===== src/rtl/c39bl_pkg.sv =====
// ----------------------------------------------------------------------------
// c39bl_pkg
// Shared types, constants and the character lookup for the Code 39 bar
// layout engine.
// ----------------------------------------------------------------------------
package c39bl_pkg;

   // Item opcodes
   typedef enum logic [1:0] {
      OP_BEGIN  = 2'd0,
      OP_CHAR   = 2'd1,
      OP_FINISH = 2'd2,
      OP_NONE   = 2'd3
   } c39_op_type;

   // Register indexes on the csr port
   localparam int unsigned CSR_IDX_W = 2;
   localparam logic [CSR_IDX_W-1:0] CSR_NARROW  = 2'd0;
   localparam logic [CSR_IDX_W-1:0] CSR_WIDE    = 2'd1;
   localparam logic [CSR_IDX_W-1:0] CSR_START_X = 2'd2;

   // Register reset values
   localparam logic [15:0] NARROW_RESET  = 16'd2048;
   localparam logic [15:0] WIDE_RESET    = 16'd5120;
   localparam logic [31:0] START_X_RESET = 32'd0;

   // Saturation limit for x
   localparam logic signed [31:0] X_MAX = 32'sh7FFF_FFFF;

   // Element count and last bar index of one symbol
   localparam int unsigned PAT_W    = 9;
   localparam logic [2:0]  LAST_BAR = 3'd4;

   // Queue between front and back
   localparam int unsigned QDEPTH = 2;
   localparam int unsigned QPTR_W = $clog2(QDEPTH);
   localparam int unsigned QCNT_W = $clog2(QDEPTH + 1);

   // Nine-element patterns, first element in the top bit, 1 = wide
   localparam logic [PAT_W-1:0] PAT_STAR = 9'h094;

   localparam logic [PAT_W-1:0] DIGIT_PAT [10] = '{
      9'h034, 9'h121, 9'h061, 9'h160, 9'h031,
      9'h130, 9'h070, 9'h025, 9'h124, 9'h064
   };

   localparam logic [PAT_W-1:0] ALPHA_PAT [26] = '{
      9'h109, 9'h049, 9'h148, 9'h019, 9'h118, 9'h058, 9'h00D, 9'h10C,
      9'h04C, 9'h01C, 9'h103, 9'h043, 9'h142, 9'h013, 9'h112, 9'h052,
      9'h007, 9'h106, 9'h046, 9'h016, 9'h181, 9'h0C1, 9'h1C0, 9'h091,
      9'h190, 9'h0D0
   };

   // One queued symbol
   typedef struct packed {
      logic             is_begin;
      logic [PAT_W-1:0] pattern;
   } c39_entry_type;

   // Map a character to its pattern: fold lower case, unknown codes give '*'
   function automatic logic [PAT_W-1:0] pattern_of(input logic [7:0] c);
      logic [7:0]       cu;
      logic [7:0]       off;
      logic [PAT_W-1:0] pat;
      cu = c;
      if ((c >= 8'h61) && (c <= 8'h7A)) begin
         cu = c - 8'd32;
      end
      pat = PAT_STAR;
      if ((cu >= 8'h30) && (cu <= 8'h39)) begin
         off = cu - 8'h30;
         pat = DIGIT_PAT[off[3:0]];
      end else if ((cu >= 8'h41) && (cu <= 8'h5A)) begin
         off = cu - 8'h41;
         pat = ALPHA_PAT[off[4:0]];
      end else begin
         off = 8'd0;
         case (cu)
            8'h2D:   pat = 9'h085;   // '-'
            8'h2E:   pat = 9'h184;   // '.'
            8'h20:   pat = 9'h0C4;   // space
            8'h2B:   pat = 9'h08A;   // '+'
            8'h25:   pat = 9'h02A;   // '%'
            8'h24:   pat = 9'h0A8;   // '$'
            8'h2F:   pat = 9'h0A2;   // '/'
            default: pat = PAT_STAR;
         endcase
      end
      return pat;
   endfunction

endpackage


===== src/rtl/c39bl_front.sv =====
// ----------------------------------------------------------------------------
// c39bl_front
// Accepts items, drops the unused opcode and turns each symbol into its
// nine-element pattern for the queue.
// ----------------------------------------------------------------------------
module c39bl_front (
   input  logic                     req_valid,
   output logic                     req_stall,
   input  logic [1:0]               req_op,
   input  logic [7:0]               req_ch,
   input  logic                     q_full,
   output logic                     q_push,
   output c39bl_pkg::c39_entry_type q_entry
);
   import c39bl_pkg::*;

   c39_op_type op;

   assign op = c39_op_type'(req_op);

   // Hold the requester while the queue is full
   assign req_stall = q_full;

   // Push symbols only; the unused opcode is taken and dropped
   assign q_push = req_valid && !q_full && (op != OP_NONE);

   // Classify the item
   always_comb begin
      q_entry.is_begin = (op == OP_BEGIN);
      unique case (op)
         OP_CHAR: q_entry.pattern = pattern_of(req_ch);
         default: q_entry.pattern = PAT_STAR;
      endcase
   end

endmodule


===== src/rtl/c39bl_queue.sv =====
// ----------------------------------------------------------------------------
// c39bl_queue
// Short FIFO of classified symbols between the front and the back.
// ----------------------------------------------------------------------------
module c39bl_queue (
   input  logic                     clock,
   input  logic                     reset,
   input  logic                     push,
   input  c39bl_pkg::c39_entry_type push_entry,
   output logic                     full,
   input  logic                     pop,
   output logic                     head_valid,
   output c39bl_pkg::c39_entry_type head_entry
);
   import c39bl_pkg::*;

   c39_entry_type       entries_ff [QDEPTH];
   logic [QPTR_W-1:0]   wr_ptr_ff, wr_ptr_in;
   logic [QPTR_W-1:0]   rd_ptr_ff, rd_ptr_in;
   logic [QCNT_W-1:0]   count_ff, count_in;

   assign full       = (count_ff == QCNT_W'(QDEPTH));
   assign head_valid = (count_ff != '0);
   assign head_entry = entries_ff[rd_ptr_ff];

   // Advance pointers and count
   always_comb begin
      wr_ptr_in = wr_ptr_ff;
      rd_ptr_in = rd_ptr_ff;
      count_in  = count_ff;
      if (push) begin
         wr_ptr_in = (wr_ptr_ff == QPTR_W'(QDEPTH - 1)) ? '0 : wr_ptr_ff + 1'b1;
      end
      if (pop) begin
         rd_ptr_in = (rd_ptr_ff == QPTR_W'(QDEPTH - 1)) ? '0 : rd_ptr_ff + 1'b1;
      end
      if (push && !pop) begin
         count_in = count_ff + 1'b1;
      end else if (pop && !push) begin
         count_in = count_ff - 1'b1;
      end
   end

   always_ff @(posedge clock) begin
      if (reset) begin
         wr_ptr_ff <= '0;
         rd_ptr_ff <= '0;
         count_ff  <= '0;
      end else begin
         wr_ptr_ff <= wr_ptr_in;
         rd_ptr_ff <= rd_ptr_in;
         count_ff  <= count_in;
      end
   end

   // Store pushed entries
   always_ff @(posedge clock) begin
      if (push) begin
         entries_ff[wr_ptr_ff] <= push_entry;
      end
   end

   a_no_overflow: assert property (@(posedge clock) disable iff (reset)
      count_ff <= QCNT_W'(QDEPTH))
      else $error("queue count exceeds depth");

   a_pop_nonempty: assert property (@(posedge clock) disable iff (reset)
      pop |-> head_valid)
      else $error("pop from empty queue");

endmodule


===== src/rtl/c39bl_back.sv =====
// ----------------------------------------------------------------------------
// c39bl_back
// Lays out the head symbol one bar per cycle unless the result is stalled,
// keeps the running x and the configuration registers, and drives the
// registered result.
module c39bl_back (
   input  logic                     clock,
   input  logic                     reset,
   input  logic                     csr_valid,
   output logic                     csr_ready,
   input  logic [1:0]               csr_index,
   input  logic [31:0]              csr_wdata,
   input  logic                     head_valid,
   input  c39bl_pkg::c39_entry_type head_entry,
   output logic                     pop,
   output logic                     rsp_valid,
   input  logic                     rsp_stall,
   output logic signed [31:0]       rsp_bar_x,
   output logic [15:0]              rsp_bar_width,
   output logic                     rsp_last_bar
);
   import c39bl_pkg::*;

   logic [15:0]        narrow_ff;
   logic [15:0]        wide_ff;
   logic signed [31:0] start_x_ff;
   logic signed [31:0] x_ff, x_in;
   logic [2:0]         idx_ff, idx_in;
   logic               valid_ff, valid_in;
   logic signed [31:0] bar_x_ff;
   logic [15:0]        bar_w_ff;
   logic               last_ff;

   logic               adv;
   logic               last_now;
   logic signed [31:0] x_base;
   logic               bar_wide, space_wide;
   logic [15:0]        bar_w, space_w;
   logic [16:0]        step;
   logic [32:0]        sum;
   logic signed [31:0] x_next;

   // Configuration writes, always ready
   assign csr_ready = 1'b1;

   always_ff @(posedge clock) begin
      if (reset) begin
         narrow_ff  <= NARROW_RESET;
         wide_ff    <= WIDE_RESET;
         start_x_ff <= START_X_RESET;
      end else if (csr_valid) begin
         unique case (csr_index)
            CSR_NARROW:  narrow_ff  <= csr_wdata[15:0];
            CSR_WIDE:    wide_ff    <= csr_wdata[15:0];
            CSR_START_X: start_x_ff <= csr_wdata;
            default: ;
         endcase
      end
   end

   // Step when a symbol waits and the result register is free
   assign adv      = head_valid && (!valid_ff || !rsp_stall);
   assign last_now = (idx_ff == LAST_BAR);
   assign pop      = adv && last_now;

   // Begin reloads x on its first bar
   assign x_base = ((idx_ff == '0) && head_entry.is_begin) ? start_x_ff : x_ff;

   // Pick this bar and the space after it; the last bar is followed by a narrow gap
   always_comb begin
      unique case (idx_ff)
         3'd0:    begin bar_wide = head_entry.pattern[8]; space_wide = head_entry.pattern[7]; end
         3'd1:    begin bar_wide = head_entry.pattern[6]; space_wide = head_entry.pattern[5]; end
         3'd2:    begin bar_wide = head_entry.pattern[4]; space_wide = head_entry.pattern[3]; end
         3'd3:    begin bar_wide = head_entry.pattern[2]; space_wide = head_entry.pattern[1]; end
         3'd4:    begin bar_wide = head_entry.pattern[0]; space_wide = 1'b0;                 end
         default: begin bar_wide = 1'b0;                  space_wide = 1'b0;                 end
      endcase
   end

   assign bar_w   = bar_wide   ? wide_ff : narrow_ff;
   assign space_w = space_wide ? wide_ff : narrow_ff;
   assign step    = {1'b0, bar_w} + {1'b0, space_w};

   // Advance x and clamp at the top; widths never make it fall
   assign sum    = {x_base[31], x_base} + {16'd0, step};
   assign x_next = (sum[32:31] == 2'b01) ? X_MAX : sum[31:0];

   always_comb begin
      x_in     = x_ff;
      idx_in   = idx_ff;
      valid_in = valid_ff && rsp_stall;
      if (adv) begin
         x_in     = x_next;
         idx_in   = last_now ? '0 : idx_ff + 1'b1;
         valid_in = 1'b1;
      end
   end

   always_ff @(posedge clock) begin
      if (reset) begin
         x_ff     <= '0;
         idx_ff   <= '0;
         valid_ff <= 1'b0;
      end else begin
         x_ff     <= x_in;
         idx_ff   <= idx_in;
         valid_ff <= valid_in;
      end
   end

   // Load the result register on each step
   always_ff @(posedge clock) begin
      if (adv) begin
         bar_x_ff <= x_base;
         bar_w_ff <= bar_w;
         last_ff  <= last_now;
      end
   end

   assign rsp_valid     = valid_ff;
   assign rsp_bar_x     = bar_x_ff;
   assign rsp_bar_width = bar_w_ff;
   assign rsp_last_bar  = last_ff;

   a_idx_range: assert property (@(posedge clock) disable iff (reset)
      idx_ff <= LAST_BAR)
      else $error("bar counter out of range");

   a_last_flag: assert property (@(posedge clock) disable iff (reset)
      adv |=> (rsp_last_bar == ($past(idx_ff) == LAST_BAR)))
      else $error("last bar flag does not follow the bar counter");

   a_x_holds: assert property (@(posedge clock) disable iff (reset)
      !adv |=> $stable(x_ff))
      else $error("x moved without a bar step");

endmodule


===== src/rtl/code39_bar_layout.sv =====
// ----------------------------------------------------------------------------
// code39_bar_layout
// Code 39 bar layout engine: begin, character and finish items in, five bar
// rectangles (left edge and width) out per symbol.
// ----------------------------------------------------------------------------
// Each begin, character or finish item yields five results, one bar per
// cycle while the receiver does not stall; the bar counter in the back end
// walks the bars. The first bar of an item passes through the queue and the
// result register before it is presented, and the front keeps taking items
// into a two-entry queue while the back lays out earlier ones. An item with
// opcode 3 is taken and yields nothing. Lower case folds to upper case and
// codes with no pattern use the '*' pattern. x is signed Q24.8 and clamps at
// its maximum; widths are unsigned Q8.8. Write registers only while the
// block is idle.
// ----------------------------------------------------------------------------
module code39_bar_layout (
   input  logic               clock,
   input  logic               reset,
   input  logic               req_valid,
   output logic               req_stall,
   input  logic [1:0]         req_op,
   input  logic [7:0]         req_ch,
   output logic               rsp_valid,
   input  logic               rsp_stall,
   output logic signed [31:0] rsp_bar_x,
   output logic [15:0]        rsp_bar_width,
   output logic               rsp_last_bar,
   input  logic               csr_valid,
   output logic               csr_ready,
   input  logic [1:0]         csr_index,
   input  logic [31:0]        csr_wdata
);
   import c39bl_pkg::*;

   logic          q_full;
   logic          q_push;
   c39_entry_type q_entry;
   logic          q_pop;
   logic          q_head_valid;
   c39_entry_type q_head;

   // Classify incoming items
   c39bl_front u_front (
      .req_valid (req_valid),
      .req_stall (req_stall),
      .req_op    (req_op),
      .req_ch    (req_ch),
      .q_full    (q_full),
      .q_push    (q_push),
      .q_entry   (q_entry)
   );

   // Decouple front and back
   c39bl_queue u_queue (
      .clock      (clock),
      .reset      (reset),
      .push       (q_push),
      .push_entry (q_entry),
      .full       (q_full),
      .pop        (q_pop),
      .head_valid (q_head_valid),
      .head_entry (q_head)
   );

   // Lay out bars
   c39bl_back u_back (
      .clock         (clock),
      .reset         (reset),
      .csr_valid     (csr_valid),
      .csr_ready     (csr_ready),
      .csr_index     (csr_index),
      .csr_wdata     (csr_wdata),
      .head_valid    (q_head_valid),
      .head_entry    (q_head),
      .pop           (q_pop),
      .rsp_valid     (rsp_valid),
      .rsp_stall     (rsp_stall),
      .rsp_bar_x     (rsp_bar_x),
      .rsp_bar_width (rsp_bar_width),
      .rsp_last_bar  (rsp_last_bar)
   );

endmodule


===== config.mk =====
export PLATFORM = sky130hd
export DESIGN_NAME = code39_bar_layout
export DESIGN_NICKNAME = d
export VERILOG_FILES = /design/src/rtl/c39bl_pkg.sv /design/src/rtl/c39bl_front.sv /design/src/rtl/c39bl_queue.sv /design/src/rtl/c39bl_back.sv /design/src/rtl/code39_bar_layout.sv
export SDC_FILE = /design/constraint.sdc
export NUM_CORES = 1
export LEC_CHECK = 0
export BUFFER_PORTS_ARGS = -buffer_cell sky130_fd_sc_hd__clkbuf_2
export CAP_MARGIN = 20
export CORE_MARGIN = 10
export CORE_UTILIZATION = 65
export DETAILED_ROUTE_END_ITERATION = 10
export GPL_ROUTABILITY_DRIVEN = 0
export HOLD_SLACK_MARGIN = 0.06
export PLACE_DENSITY = 0.87
export SKIP_LAST_GASP = 1
export SLEW_MARGIN = 20
export SYNTH_ARGS = -nofsm -noshare
export SYNTH_HDL_FRONTEND = slang
export SYNTH_HIERARCHICAL = 1
export SYNTH_SLANG_ARGS = --single-unit

===== constraint.sdc =====
create_clock -name clock -period 12.5 [get_ports clock]
set_input_delay 2.5 -clock clock [delete_from_list [all_inputs] [get_ports clock]]
set_output_delay 2.5 -clock clock [all_outputs]
set_load 0.02 [all_outputs]

==> metrics.txt, run 1 <==
outcome complete, no violations; worst-path cell with the longest stage delay dfxtp_1; # rows 45; Hold Buf Count CTS 0; static leakage 0.00444 uW; # fillers 1057; layout overhead on the synthesized area 10.6%; Root Driver clkbuf_16; Clk pwr share 30.4%; critical path depth 25; setup TNS 0 ns; drt drc 0; grt total ovfl 0; Post-Synthesis Cell Area 10000 sq um; arrival time worst endpoint 7.15 ns; DP HPWL 16600 microns; post-layout minimum cycle time 6.88 ns; pwr/cell area 157 nW/um^2; worst-path maximum fanout 26; P_int 1150 uW; vias in the first global route 7849; Worst Tran Pin Value 1.12 ns; Yosys top cell area share 20.9%; sequential area share after synthesis 41.6%; Final Cell Area 11100 sq um; met1 Use GR 30.8%; most instantiated cells after synthesis nand2_1 (173), a21oi_1 (106), dfxtp_1 (105); gr usage total 23.3%; Max clock buf depth 2; Clock Latency Late Sink 0.44 ns; Iter 0 DRT Violations 695; WHS 0.455 ns; H-tree depth 4; syn avg cell area 9.58 sq um; Diodes inserted 0; library cells used by synthesis 88; die height 144 microns; Final Hold Viols 0; Vias/cell 6.20; port bufs 99; core box area 15100 sq um; RR Endpoint u_back/x_ff[30]; Main synth FF type dfxtp_1; Synth area leader dfxtp_1; Startpoint Class flop; post-synthesis cell count 1048; EDFF count, synth 69; clk slew on worst S/H paths 0.07 ns; max_slew headroom 25.0%; maxcap violations 0; Tcrit/Tclk final 55.0%; sw power 594 uW; synth warn 6; worst path bufs/invs 2; cells on worst reg2reg path 25; Sw Share 34.0%; CTS tree done; Post-DRT Antenna Nets 0; DR WL/cell 18.2 microns; M3 GR Usage 4.56%; Post-CTS Setup Bufs 0; CP Capture Type flop; synth top area cells dfxtp_1 (21%), edfxtp_1 (21%), mux2_2 (7.9%); Clock Skew 0.0104 ns; Post-Syn Nets 1145; Worst EP required 12.77 ns; Final #Nets 1212; total number of vias 8165; #FFs+latches synth 174; critical path capture point u_back/x_ff[30]; R2R Setup Slk 5.62 ns; # resized after CTS 0; unrepaired setup endpoints after global routing no; GR met2 Demand/Resource 37.5%; CP top delay family compound AO/OA/AOI/OAI gates; CP peak stage delay 0.58 ns; Seq pwr share 40.0%; combinational share of power 29.6%; asr flop ratio synth 0%; drt total wl 24000 microns; IO Pins 101; Max Transition Viols Final 0; Final setup viols 0; layout cell share with drive strength beyond 1 23.8%; maximum VDD drop 115 uV; most used routing layer in global routing met2; HP Class reg2reg; total clock sinks 174; first-pass GRT wire length 39300 microns; Cell Area, Placed 10500 sq um; pin count of the biggest net entering global routing 79; die width 144 microns; Die Area 20800 sq um; Initial Util 66.3%; most common cell in the synthesized netlist nand2_1; Detailed Routing Iterations Pass 1 5; f_max 145 MHz; total CTS buffers 17; crit path kind reg2reg; initial antenna violation count 0
[cell usage in the layout (no fill, tap or decap), types with 22 or more instances in the layout]
cell type,synthesis,layout
ha_1,46,46
xnor2_1,24,24
dfxtp_1,105,105
o21ai_0,29,29
nor2_1,69,69
clkbuf_2,1,98
edfxtp_1,69,69
nand2_1,173,173
mux2_2,70,70
a211oi_2,22,22
inv_1,29,29
a21oi_1,106,106
[sequential cells by signal, summed over array words and instances, names as in the netlist, named ones only]
name                  cells
u_queue/count_ff          2
u_back/narrow_ff         16
u_back/rsp_bar_x         32
u_back/start_x_ff        32
u_queue/wr_ptr_ff         1
u_back/rsp_last_bar       1
u_queue/entries_ff       20
u_back/rsp_bar_width     16
u_back/idx_ff             3
u_queue/rd_ptr_ff         1
u_back/x_ff              32
u_back/rsp_valid          1
u_back/wide_ff           16
[worst register-to-register path: stages (launching register included)]
cell and delay [ns]:
dfxtp_1 0.58, mux2_2 0.38, a222oi_1 0.34, o21ai_1 0.13
buf_4 0.23, mux2_2 0.31, ha_1 0.23, fa_1 0.42
a21o_1 0.19, a21oi_1 0.26, o21a_1 0.18, o31ai_1 0.10
o41a_1 0.39, a21o_1 0.21, a21oi_1 0.18, xnor2_1 0.16
ha_1 0.33, nand2_1 0.10, nor2_1 0.05, a211oi_2 0.27
o31ai_4 0.14, a41oi_2 0.53, nor3_2 0.13, a311oi_4 0.32
buf_4 0.43, a211oi_1 0.15
[cells by family (layout without fill, tap and decap cells)]
group | count (synthesis) | after routing | share of synthesized area [%]
buf+inv | 91 | 171 | 4.41
simple gates | 338 | 338 | 15.4
flops | 174 | 174 | 41.6
mux | 80 | 80 | 8.98
other cells | 1 | 1 | 0.0374
xor+xnor | 46 | 46 | 4.16
compound gates | 270 | 270 | 19.2
fa+ha+maj | 48 | 48 | 6.13
[layout make-up]
| class | instances | area [sq um] | area share, % |
|---|---|---|---|
| inverter | 32 | 120 | 1.08 |
| sequential | 174 | 4170 | 37.6 |
| clock inverter | 13 | 138 | 1.24 |
| tap | 188 | 235 | 2.12 |
| timing repair buffer | 107 | 558 | 5.03 |
| clock buffer | 19 | 454 | 4.09 |
| multi-input combinational | 783 | 5430 | 48.9 |
[worst min path at each step]
stage | start | to | slack, ns | cells past startpoint
finish | u_back/start_x_ff[9] | u_back/start_x_ff[9] | 0.45 | 2
global route | u_back/start_x_ff[9] | u_back/start_x_ff[9] | 0.48 | 2
CTS | u_back/start_x_ff[9] | u_back/start_x_ff[9] | 0.45 | 2
detailed placement | u_back/start_x_ff[9] | u_back/start_x_ff[9] | 0.44 | 2
global placement | u_back/start_x_ff[13] | u_back/start_x_ff[13] | 0.44 | 2
floorplan | u_back/start_x_ff[0] | u_back/start_x_ff[0] | 0.43 | 2
[routing by layer]
metal	part of all wire, %	vias to the layer above	wire length, microns
met1	44	3820	10600
met4	2.0	0	481
met3	7.1	46	1690
met2	47	380	11200
li1	-	3919	-
met5	0	-	0
[power by group through the flow]
stage	registers (uW)	logic, uW	clock network (uW)
floorplan	741	355	0
global placement	707	493	0
detailed placement	710	506	0
CTS	698	513	538
global route	706	562	559
finish	699	518	532
[metrics by stage]
| step | std cells | setup WS [ns] | power (uW) | utilization (%) |
|---|---|---|---|---|
| CTS | 1316 | 5.68 | 1750 | 73.3 |
| floorplan | 1048 | 6.41 | 1100 | - |
| global placement | 1284 | 5.96 | 1200 | 69.4 |
| detailed placement | 1284 | 5.74 | 1220 | 69.4 |
| finish | 1316 | 5.62 | 1750 | 73.3 |
| global route | 1316 | 5.19 | 1830 | 73.3 |
(Power assumes the default switching activity.)
==> run 2: changes to the inputs <==
CORE_UTILIZATION = 60   (was 65)
PLACE_DENSITY = 0.81   (was 0.87)
clock period = 7.1 ns   (was 12.5 ns; I/O delays follow)
==> metrics.txt, run 2 (synthesis gave the netlist of run 1 again) <==
Final #Nets 1215 (+0.25%); Vias/cell 5.93 (-4.3%); maximum VDD drop 192 uV (+67%); Detailed Routing Iterations Pass 1 5 (unchanged); Post-DRT Antenna Nets 0 (unchanged); die width 149 microns (+3.5%); total number of vias 8018 (-1.8%); Die Area 22300 sq um (+7.2%); worst path bufs/invs 4 (+2); placed cell count 1318 (+2.6%); Max Transition Viols Final 0 (unchanged); total clock sinks 174 (unchanged); CTS tree done; hold depth 2 (unchanged); Worst EP required 7.37 ns (-5.40 ns); CP peak stage delay 0.46 ns (-0.12 ns); Root Driver clkbuf_16; DP HPWL 16500 microns (-0.70%); die height 149 microns (+3.5%); initial antenna violation count 0 (unchanged); clk slew on worst S/H paths 0.07 ns (about the same); layout overhead on the synthesized area 11.4%; unrepaired setup endpoints after global routing no; cells on worst reg2reg path 27 (+8.0%); total CTS buffers 17 (unchanged); HP Class reg2reg; CP Capture Type flop; Worst Tran Pin Value 0.895 ns (-0.226 ns); Tcrit/Tclk final 93.0% (+38 points); maxcap violations 0 (unchanged); gr usage total 21.4% (-1.9 points); grt total ovfl 0 (unchanged); WHS 0.456 ns (+0.00132 ns); Hold Buf Count CTS 0 (unchanged); DR WL/cell 17.8 microns (-2.5%); port bufs 99 (unchanged); Layout Cells excl Fill 1351 (+2.7%); Initial Util 61.0% (-5.3 points); f_max 151 MHz (+4.2%); pwr/cell area 274 nW/um^2 (+74%); worst-path maximum fanout 26 (unchanged); Final Hold Viols 0 (unchanged); Clock Skew 0.0105 ns (+0.000133 ns); H-tree depth 4 (unchanged); Final setup viols 0 (unchanged); drt drc 0 (unchanged); # rows 47 (+4.4%); critical path depth 27 (+8.0%); layout cell share with drive strength beyond 1 24.0% (+0.29 points); setup TNS 0 ns (unchanged); Design Power 3060 uW (+75%); CP top delay family compound AO/OA/AOI/OAI gates; IO Pins 101 (unchanged); Iter 0 DRT Violations 638 (-8.2%); arrival time worst endpoint 6.87 ns (-0.28 ns); first-pass GRT wire length 39000 microns (-0.84%); max_slew headroom 40.2% (+15 points); Multi-input gate area 5440 sq um (+0.21%); commonest non-fill, non-tap cell in the layout nand2_1; Diodes inserted 0 (unchanged); Max clock buf depth 2 (unchanged); static leakage 0.00445 uW (+0.16%); Clock Latency Late Sink 0.43 ns (about the same); worst-path cell with the longest stage delay fa_1; outcome complete, no violations; pin count of the biggest net entering global routing 76 (-3.8%); commonest cells after routing, fill and taps aside nand2_1 (173), a21oi_1 (106), dfxtp_1 (104); crit path kind reg2reg; drt total wl 24000 microns (about the same); # fillers 1246 (+18%); vias in the first global route 7576 (-3.5%); post-layout minimum cycle time 6.60 ns (-0.279 ns); core box area 16500 sq um (+8.7%); Startpoint Class flop; Reg area 4180 sq um (about the same)
-- run 2: worst paths after layout --
check	to	from	slack (ns)
setup / recovery	u_back/x_ff[4]	u_back/idx_ff[0]	0.50
hold / removal	u_back/start_x_ff[9]	u_back/start_x_ff[9]	0.46
setup reg to reg	u_back/x_ff[4]	u_back/idx_ff[0]	0.50
hold reg to reg	u_back/start_x_ff[9]	u_back/start_x_ff[9]	0.46
-- run 2: report_power, final --
group          internal [uW]  leakage [uW]  switching, uW  total, uW
Clock                    524      0.000282            397        921
Sequential              1170       0.00152           54.5       1230
Combinational            342       0.00265            570        911
Total                   2040       0.00445           1020       3060
-- run 2: final cells by class --
type,count,area share (%)
inverters,32,1.07
repair buffers,110,5.26
clock buffers,18,3.84
well taps,220,2.46
clock inverters,14,1.39
flip-flops and latches,174,37.3
multi-input cells,783,48.6
-- run 2: worst register-to-register path: cells and delay by family (launching register included) --
kind	cells	cell delay [ns]
XOR/XNOR	1	0.18
AND/OR/NAND/NOR	4	0.37
flip-flops	1	0.35
AO/OA/AOI/OAI	14	3.20
adder cells (fa/ha/maj)	3	1.05
buffers and inverters	4	0.88
multiplexers	1	0.40
-- run 2: through the flow --
stage	area, sq um	setup WS, ns	utilization, %
3_3_place_gp	10600	0.510	64.2
5_1_grt	11200	0.0838	67.9
3_5_place_dp	10600	0.339	64.2
4_1_cts	11200	0.233	67.7
6_report	11200	0.499	67.9
2_1_floorplan	10000	1.01	-
-- run 2: metal layers --
| layer | vias to the layer above | GRT usage (%) | part of all wire [%] | routed length (microns) |
|---|---|---|---|---|
| met5 | - | 0 | 0 | 0 |
| met4 | 0 | 6.58 | 1.7 | 416 |
| met3 | 35 | 5.01 | 6.9 | 1650 |
| met2 | 296 | 33.7 | 47 | 11300 |
| met1 | 3766 | 28.5 | 44 | 10600 |
| li1 | 3921 | - | - | - |
-- run 2: what timing repair did --
item,CTS,global route
buffers inserted,0,0
resized for setup,0,3
setup endpoints to repair,0,26
==> run 3: changes to the inputs <==
clock period = 6.3 ns   (was 7.1 ns; I/O delays follow)
==> metrics.txt, run 3 (synthesis gave the netlist of run 1 again) <==
outcome complete, no violations; setup TNS 0 ns (unchanged); CP most frequent cell ha_1; Vias/cell 5.98 (+0.69%); combinational share of power 31.4% (+1.6 points); port bufs 99 (unchanged); layout overhead on the synthesized area 11.8%; drt drc 0 (unchanged); RR Endpoint u_back/x_ff[10]; CP peak stage delay 0.54 ns (+0.08 ns); Clock Skew 0.0125 ns (+0.00203 ns); CP Capture Type flop; commonest cells after routing, fill and taps aside nand2_1 (173), dfxtp_1 (105), a21oi_1 (104); Cell Area, Placed 10600 sq um (+0.19%); HP Class reg2reg; IO Pins 101 (unchanged); # rows 47 (unchanged); Die Area 22300 sq um (unchanged); layout cell share with drive strength beyond 1 24.5% (+0.49 points); worst-path cell with the longest stage delay a311oi_4; pin count of the biggest net entering global routing 67 (-12%); Worst Tran Pin Value 0.900 ns (+0.00480 ns); HP Start u_back/start_x_ff[28]; Routed met2 length 11500 microns (+1.1%); Diodes inserted 0 (unchanged); max_slew headroom 39.9% (-0.38 points); P_int 2250 uW (+10%); total clock sinks 174 (unchanged); DP HPWL 16700 microns (+1.5%); post-layout minimum cycle time 6.00 ns (-0.598 ns); total number of vias 8109 (+1.1%); Post-DRT Antenna Nets 0 (unchanged); Final #Nets 1221 (+0.49%); Clock Latency Late Sink 0.44 ns (about the same); sw power 1160 uW (+14%); commonest non-fill, non-tap cell in the layout nand2_1; gr usage total 21.0% (-0.36 points); unrepaired setup endpoints after global routing no; CTS tree done; Sw Share 34.0% (+0.69 points); static leakage 0.00447 uW (+0.57%); Detailed Routing Iterations Pass 1 5 (unchanged); Max Transition Viols Final 0 (unchanged); Final setup viols 0 (unchanged); Post-Route Utilization 68.2% (+0.27 points); WHS Endpoint u_back/start_x_ff[28]; Iter 0 DRT Violations 514 (-19%); Max clock buf depth 2 (unchanged); DR WL/cell 17.9 microns (+0.99%); Final Hold Viols 0 (unchanged); pwr/cell area 304 nW/um^2 (+11%); arrival time worst endpoint 6.29 ns (-0.58 ns); worst-path maximum fanout 8 (-69%); Clk pwr share 27.9% (-2.2 points); clk slew on worst S/H paths 0.06 ns (about the same); Seq pwr share 40.7% (+0.6 points); R2R Setup Slk 0.30 ns (-0.20 ns); cells on worst reg2reg path 26 (-3.7%); hold depth 2 (unchanged); die width 149 microns (unchanged); Tcrit/Tclk final 95.3% (+2.3 points); initial antenna violation count 0 (unchanged); met3 wire len 1590 microns (-3.5%); vias in the first global route 7628 (+0.69%); core box area 16500 sq um (unchanged); die height 149 microns (unchanged); maximum VDD drop 251 uV (+31%); met1 WL 10800 microns (+1.8%); Hold Buf Count CTS 0 (unchanged); drt total wl 24400 microns (+1.4%); H-tree depth 4 (unchanged); Top Layer Used met4; maxcap violations 0 (unchanged); Root Driver clkbuf_16; Startpoint Class flop; first-pass GRT wire length 38500 microns (-1.3%); crit path kind reg2reg; Worst EP required 6.59 ns (-0.78 ns); worst flop-to-flop path startpoint u_back/idx_ff[0]; f_max 167 MHz (+10%); grt total ovfl 0 (unchanged); Initial Util 61.0% (unchanged); total CTS buffers 17 (unchanged); Final Cell Area 11200 sq um (+0.39%)
## run 3: cell count changes in the layout (fill, tap and decap cells not counted), sizes merged
cell and delta:
buf +5, bufinv -2, clkbuf +3, clkinv +2, clkinvlp -1, inv -1
## run 3: power by group through the flow
stage                     Sequential (uW)  Combinational (uW)  Clock, uW
final                                1390                1070        953
after global routing                 1400                1160       1000
after CTS                            1390                1020        963
after detailed placement             1410                1010          0
after global placement               1400                 994          0
after floorplan                      1470                 705          0
## run 3: worst max-delay path by stage
stage / start / end / slack [ns] / cells past startpoint
global placement: u_back/idx_ff[0] / u_back/x_ff[1] / 0.42 / 25
global route: u_back/idx_ff[0] / u_back/x_ff[28] / 0.001 / 25
detailed placement: flop / u_back/x_ff[0] / 0.23 / 22
CTS: u_back/idx_ff[0] / u_back/x_ff[3] / 0.17 / 27
finish: u_back/idx_ff[0] / u_back/x_ff[10] / 0.30 / 26
floorplan: flop / u_back/x_ff[14] / 0.21 / 27
## run 3: stage by stage
step	setup WS, ns	total power, uW	std cells	hold slack (ns)
final	0.297	3410	1357	0.455
after global routing	0.00114	3560	1357	0.481
after CTS	0.174	3370	1351	0.455
after detailed placement	0.229	2420	1319	0.447
after global placement	0.417	2400	1319	0.439
after floorplan	0.205	2180	1048	0.434
## run 3: per-layer routing
metal	track usage (%)	vias to the layer above
met5	0	-
met4	7.61	0
met3	4.46	36
met2	33.2	270
met1	27.8	3869
li1	-	3934
## run 3: cell type report
class	count	area (sq um)
well taps	220	275
fillers	1309	5240
clock inverters	12	85.1
flip-flops and latches	174	4170
clock buffers	20	447
inverters	32	120
multi-input cells	783	5450
repair buffers	116	676
## run 3: timing repair
item,in CTS,in global routing
resized for setup,0,6
buffers inserted,0,4
setup endpoints to repair,0,32
## run 3: worst max-delay path: cells and delay by family (launching register included)
kind	cells	cell delay, ns
simple gates	3	0.52
compound gates	13	2.59
buf+inv	5	0.86
mux	1	0.38
xor+xnor	1	0.19
fa+ha+maj	3	0.93
flops	1	0.36
